## src/rtl/ggc_ram.sv

```systemverilog
`timescale 1ns / 1ps

module ggc_ram #(
  parameter int WIDTH = 8,
  parameter int DEPTH = 64
) (
  input  logic                     clk,
  input  logic                     we,
  input  logic [$clog2(DEPTH)-1:0] waddr,
  input  logic [WIDTH-1:0]         wdata,
  input  logic [$clog2(DEPTH)-1:0] raddr,
  output logic [WIDTH-1:0]         rdata
);

  logic [WIDTH-1:0] mem [DEPTH];

  always_ff @(posedge clk) begin
    if (we) begin
      mem[waddr] <= wdata;
    end
    rdata <= mem[raddr];
  end

endmodule

```

## config.mk

```make
export PLATFORM = sky130hd
export DESIGN_NAME = ggc_ram
export DESIGN_NICKNAME = d
export VERILOG_FILES = /design/src/rtl/ggc_ram.sv
export SDC_FILE = /design/constraint.sdc
export NUM_CORES = 1
export LEC_CHECK = 0
export ABC_AREA = 1
export BUFFER_PORTS_ARGS = -buffer_cell sky130_fd_sc_hd__clkbuf_2
export CAP_MARGIN = 25
export CORE_AREA = 3 3 198 200
export CTS_CLUSTER_DIAMETER = 30
export DETAILED_ROUTE_END_ITERATION = 8
export DIE_AREA = 0 0 201 203
export PLACE_DENSITY = 0.76
export REMOVE_ABC_BUFFERS = 1
export SLEW_MARGIN = 20
export SYNTH_ARGS = -nofsm -noshare
export SYNTH_HDL_FRONTEND = slang
export SYNTH_SLANG_ARGS = --single-unit
```

## constraint.sdc

```tcl
create_clock -name clk -period 2.3 [get_ports clk]
set_input_delay 0.46 -clock clk [delete_from_list [all_inputs] [get_ports clk]]
set_output_delay 0.46 -clock clk [all_outputs]
set_load 0.02 [all_outputs]
```

==> flow_metrics.py, run 1 <==
metrics = {
    "timing": {
        "timing.slew.headroom_pct": 45.1,
        "skew_ns": 0.0170,
        "tns_ns": 0,
        "fmax_ghz": 0.621,
        "worst_pin_slew_ns": 0.824,
        "layout_setup_ws_ns": 0.691,
        "slew_violations": 0,
        "min_period_ns": 1.61,
        "setup_viol": 0,
        "post-route-period-util_pct": 70.0,
        "rsz0062_at_grt": "false",
        "hold_viol": 0,
    },
    "worst_setup_path": {
        "crit_buf_inv": 1,
        "slowest_delay_ns": 0.34,
        "slowest_stage": "dfxtp_1",
        "cp.arrival_ns": 1.15,
        "end_kind": "output port",
        "start_kind": "flip-flop",
        "path_class": "flip-flop to output port",
        "critical_path.max_fanout": 1,
        "crit_family": "flip-flops",
        "crit_chain": "clkbuf_2",
        "cp.required_ns": 1.84,
    },
    "synth": {
        "netlist_area_um2": 21300,
        "synth_cells": 1805,
        "yosys_warnings": 0,
        "synth_area_leaders": "edfxtp_1, nand2_1, nand3_1",
        "ys_types": 16,
        "ys_ff_latch": 520,
        "seq_area_frac_synth_pct": 72.8,
        "synth_top_area_share_pct": 72.0,
        "yosys.area.top_type": "edfxtp_1",
        "avgSynthCellArea_um2": 11.8,
    },
    "cts": {
        "cts_sinks": 520,
        "cts_hold_buf": 0,
        "clkSlewWorstSetupHoldPaths_ns": 0.05,
        "post-cts-setup-buffers": 0,
        "clockBufferDepth": 3,
        "numCtsBuffers": 98,
        "cts_root_buf": "clkbuf_16",
        "post_cts_resized": 0,
        "cts_tree": "done",
        "htree_levels": 3,
        "clk_latency_ns": 0.62,
    },
    "final_layout": {
        "synthToLayoutAreaGrowth_pct": 20.8,
        "final_util_pct": 68.6,
        "final_cell_area_um2": 25800,
        "final_cells": 2518,
        "nets": 1945,
        "diodes": 0,
        "drive_above_1_share_pct": 15.2,
    },
    "route": {
        "detail_route.vias_per_cell": 5.93,
        "routed.top_layer": "met5",
        "avgRoutedWirePerCell_um": 21.8,
        "ant_nets": 0,
        "drc_errors": 0,
        "drt_iter0_drc": 1914,
        "wl_met1_um": 20300,
        "wl_um": 54900,
        "via_count": 14900,
        "dr.pass1.iters": 8,
        "wl_met3_um": 6160,
        "dr_wl_met2_um": 26300,
    },
    "floorplan": {
        "initial_core_util_pct": 56.8,
        "dieArea_um2": 40800,
        "die_w_um": 201,
        "die_h_um": 203,
        "core_area_um2": 37600,
        "num_rows": 71,
        "ios": 30,
    },
    "global_routing": {
        "grt_max_degree": 109,
        "grt_usage_pct": 26.9,
        "antenna_found_initial": 1,
        "overflow": 0,
        "grt_pass1_vias": 14800,
        "grt_pass1_wl_um": 84500,
    },
    "run": {
        "maxCapViolCount": 0,
    },
    "placed_design": {
        "post_dp_cell_area_um2": 22300,
        "place_inst": 2334,
        "port_buffers": 29,
        "place_hpwl_um": 29300,
        "preCtsSetupSlack_ns": 0.225,
        "place.gp.congestion": 0.925,
    },
    "power_and_ir_drop": {
        "max-vdd-ir-drop_uv": 795,
        "p_leak_nw": 9.64,
        "power_density_nw_per_um2": 1040,
    },
    "outcome": {
        "status": "finished clean",
    },
    "worst_hold_path": {
        "hp-class": "primary input to flip-flop",
    },
}
registers in the layout (all words and copies together), names as in the netlist:
register	flops
mem	512
rdata	8
synth_stat cells (all sizes together):
cell type,n
nand2,648
edfxtp,512
nand3,439
buf,98
nor2,56
clkbuf,15
inv,12
nand4,9
dfxtp,8
nor4,8
logic make-up (layout without fill, tap and decap cells):
| family | Yosys count | after routing | synth area share [%] |
|---|---|---|---|
| buffers and inverters | 125 | 327 | 4.02 |
| DFF | 520 | 520 | 72.8 |
| and+or+nand+nor | 1160 | 1160 | 23.2 |
worst paths after layout:
path	from	endpoint	slack (ns)	depth (start not counted)
setup / recovery	rdata[3]$_DFF_P_	rdata[3]	0.69	1
hold / removal	raddr[5]	rdata[5]$_DFF_P_	0.25	3
setup reg to reg	mem[29][5]$_DFFE_PP_	rdata[5]$_DFF_P_	0.82	8
hold reg to reg	mem[36][5]$_DFFE_PP_	rdata[5]$_DFF_P_	0.79	8
per-layer routing:
metal / global-route usage (%) / up-vias
met1: 36.2 / 7126
met3: 5.48 / 162
met2: 42.9 / 994
met5: 0 / -
li1: - / 6641
met4: 12.5 / 2
per-stage QoR:
step                total power [W]  hold slack (ns)
floorplan                    0.0113            0.559
global placement             0.0119            0.785
detailed placement           0.0120            0.772
CTS                          0.0268            0.225
global route                 0.0274            0.276
finish                       0.0267            0.251
final cells by class:
type,count,area (µm²)
clock buffer,105,2500
clock inverter,79,988
fill,2437,11800
inverter,12,52.6
multi-input combinational,1160,4950
sequential,520,15500
tap,511,639
timing repair buffer,131,1120
layout by cell type, fill, tap and decap left out, types with 4 or more instances in the layout:
cell,instances
buf_12,16
buf_4,87
bufinv_16,17
clkbuf_1,5
clkbuf_16,98
clkbuf_2,27
clkinv_1,8
clkinv_2,10
clkinv_4,12
clkinvlp_4,13
dfxtp_1,8
edfxtp_1,512
inv_1,9
inv_6,14
inv_8,4
nand2_1,648
nand3_1,439
nand4_1,9
nor2_1,56
nor4_1,8
power breakdown:
part,total [W],switching [W],internal [W]
registers,0.0105,0.0000247,0.0105
logic,0.00130,0.000963,0.000334
clock network,0.0149,0.00501,0.00989
Power figures use the tool's default switching activity.
==> run 2, diff against run 1 <==
==> constraint.sdc (replaced) <==
create_clock -name clk -period 1.4 [get_ports clk]
set_input_delay 0.28 -clock clk [delete_from_list [all_inputs] [get_ports clk]]
set_output_delay 0.28 -clock clk [all_outputs]
set_load 0.02 [all_outputs]
==> run 2 against run 1 <==
  * The flow now finishes with violations (setup timing)
  * Global-route usage up 1.4 points
  * Largest power group unchanged
  * Core utilization up 2.3 points
  * Register-to-register slack worse by 0.79 ns
  * Sequential share of layout area down 1.8 points
==> flow_metrics.py, run 2 (synthesis gave the netlist of run 1 again) <==
metrics = {
    "timing": {
        "min_period_ns": 1.40,
        "skew_ns": 0.0277,
        "fmax_ghz": 0.713,
        "post-route-period-util_pct": 100,
        "setup_viol": 1,
        "hold_viol": 0,
        "rsz0062_at_grt": "true",
        "layout_setup_ws_ns": -0.00218,
        "holdWs_ns": 0.0350,
        "worst_pin_slew_ns": 0.482,
        "slew_violations": 0,
        "timing.slew.headroom_pct": 67.9,
    },
    "final_layout": {
        "multi_input_area_um2": 4980,
        "largest_register_ffs": 512,
        "regMostFlops": "mem",
        "nFillCells": 2326,
        "synthToLayoutAreaGrowth_pct": 24.8,
        "drive_above_1_share_pct": 18.5,
        "seqCellArea_um2": 15600,
        "layout_common_cells": "nand2_1, edfxtp_1, nand3_1",
        "final_util_pct": 70.9,
        "nets": 2022,
        "final_cell_area_um2": 26600,
        "final_common_cell": "nand2_1",
        "top_regs": "mem x512, rdata x8",
    },
    "placed_design": {
        "post_dp_cell_area_um2": 23200,
        "preCtsSetupSlack_ns": -0.331,
        "place_hpwl_um": 32400,
        "port_buffers": 29,
        "place.gp.congestion": 0.903,
    },
    "worst_setup_path": {
        "crit_buf_inv": 1,
        "crit_chain": "buf_8",
        "crit_family": "flip-flops",
        "slowest_stage": "dfxtp_4",
        "crit_cells": 1,
        "slowest_delay_ns": 0.40,
        "start_kind": "flip-flop",
        "critical_path.max_fanout": 1,
        "rr_worst_depth": 8,
        "r2r_slack_ns": 0.03,
        "cp.required_ns": 1.12,
        "cp.arrival_ns": 1.12,
        "path_class": "flip-flop to output port",
        "end_kind": "output port",
    },
    "global_routing": {
        "overflow": 0,
        "antenna_found_initial": 1,
        "grt_max_degree": 65,
        "grt_pass1_vias": 15700,
        "grt_pass1_wl_um": 88900,
        "grt_usage_pct": 28.4,
    },
    "power_and_ir_drop": {
        "max-vdd-ir-drop_uv": 1290,
        "power_w": 0.0433,
        "power_density_nw_per_um2": 1630,
        "p_leak_nw": 10.1,
    },
    "route": {
        "detail_route.vias_per_cell": 5.94,
        "ant_nets": 0,
        "drc_errors": 0,
        "dr.pass1.iters": 6,
        "avgRoutedWirePerCell_um": 22.3,
        "wl_um": 57800,
        "via_count": 15400,
        "drt_iter0_drc": 1820,
    },
    "outcome": {
        "violations": "setup timing",
        "status": "complete, but fails checks",
    },
    "floorplan": {
        "ios": 30,
        "die_h_um": 203,
        "die_w_um": 201,
        "core_area_um2": 37600,
        "initial_core_util_pct": 56.8,
        "dieArea_um2": 40800,
        "num_rows": 71,
    },
    "cts": {
        "cts_root_buf": "clkbuf_16",
        "cts_hold_buf": 0,
        "clockBufferDepth": 3,
        "numCtsBuffers": 93,
        "cts_sinks": 520,
        "cts_tree": "done",
        "clk_latency_ns": 0.61,
        "post-cts-setup-buffers": 0,
        "htree_levels": 3,
        "clkSlewWorstSetupHoldPaths_ns": 0.05,
    },
    "worst_hold_path": {
        "hp-class": "primary input to flip-flop",
        "hold_path_depth": 1,
    },
    "run": {
        "maxCapViolCount": 0,
    },
}
run 2: what timing repair did:
item                       4_1_cts  5_1_grt
setup endpoints to repair        8        9
hold endpoints to repair         0        0
gates resized for setup         28       12
run 2: final timing paths:
check,startpoint,endpoint
setup / recovery,rdata[6]$_DFF_P_,rdata[6]
hold / removal,wdata[3],mem[55][3]$_DFFE_PP_
setup reg to reg,mem[42][0]$_DFFE_PP_,rdata[0]$_DFF_P_
hold reg to reg,mem[16][7]$_DFFE_PP_,rdata[7]$_DFF_P_
run 2: cell type report:
type | count | area share, %
sequential | 520 | 58.4
multi-input combinational | 1160 | 18.7
clock buffer | 104 | 9.13
timing repair buffer | 213 | 7.90
clock inverter | 69 | 3.25
tap | 511 | 2.40
inverter | 12 | 0.197
antenna | 1 | 0.00940
run 2: report_power, final:
part,total (W),internal [W],switching [W]
clock network,0.0235,0.0157,0.00778
logic,0.00249,0.000819,0.00167
registers,0.0173,0.0173,0.0000806
run 2: metrics by stage:
stage,setup TNS [ns],cells
6_report,-0.00218,2590
5_1_grt,-0.0309,2589
4_1_cts,-0.215,2589
3_5_place_dp,-40.80,2416
3_3_place_gp,-26.35,2416
2_1_floorplan,-56.67,1692
run 2: metal layers:
metal / part of all wire, % / up-vias / global-route usage [%]
met2: 47 / 1055 / 45.4
li1: - / 6793 / -
met4: 5.4 / 0 / 15.7
met5: 0 / - / 0
met3: 11 / 217 / 6.12
met1: 36 / 7327 / 36.5
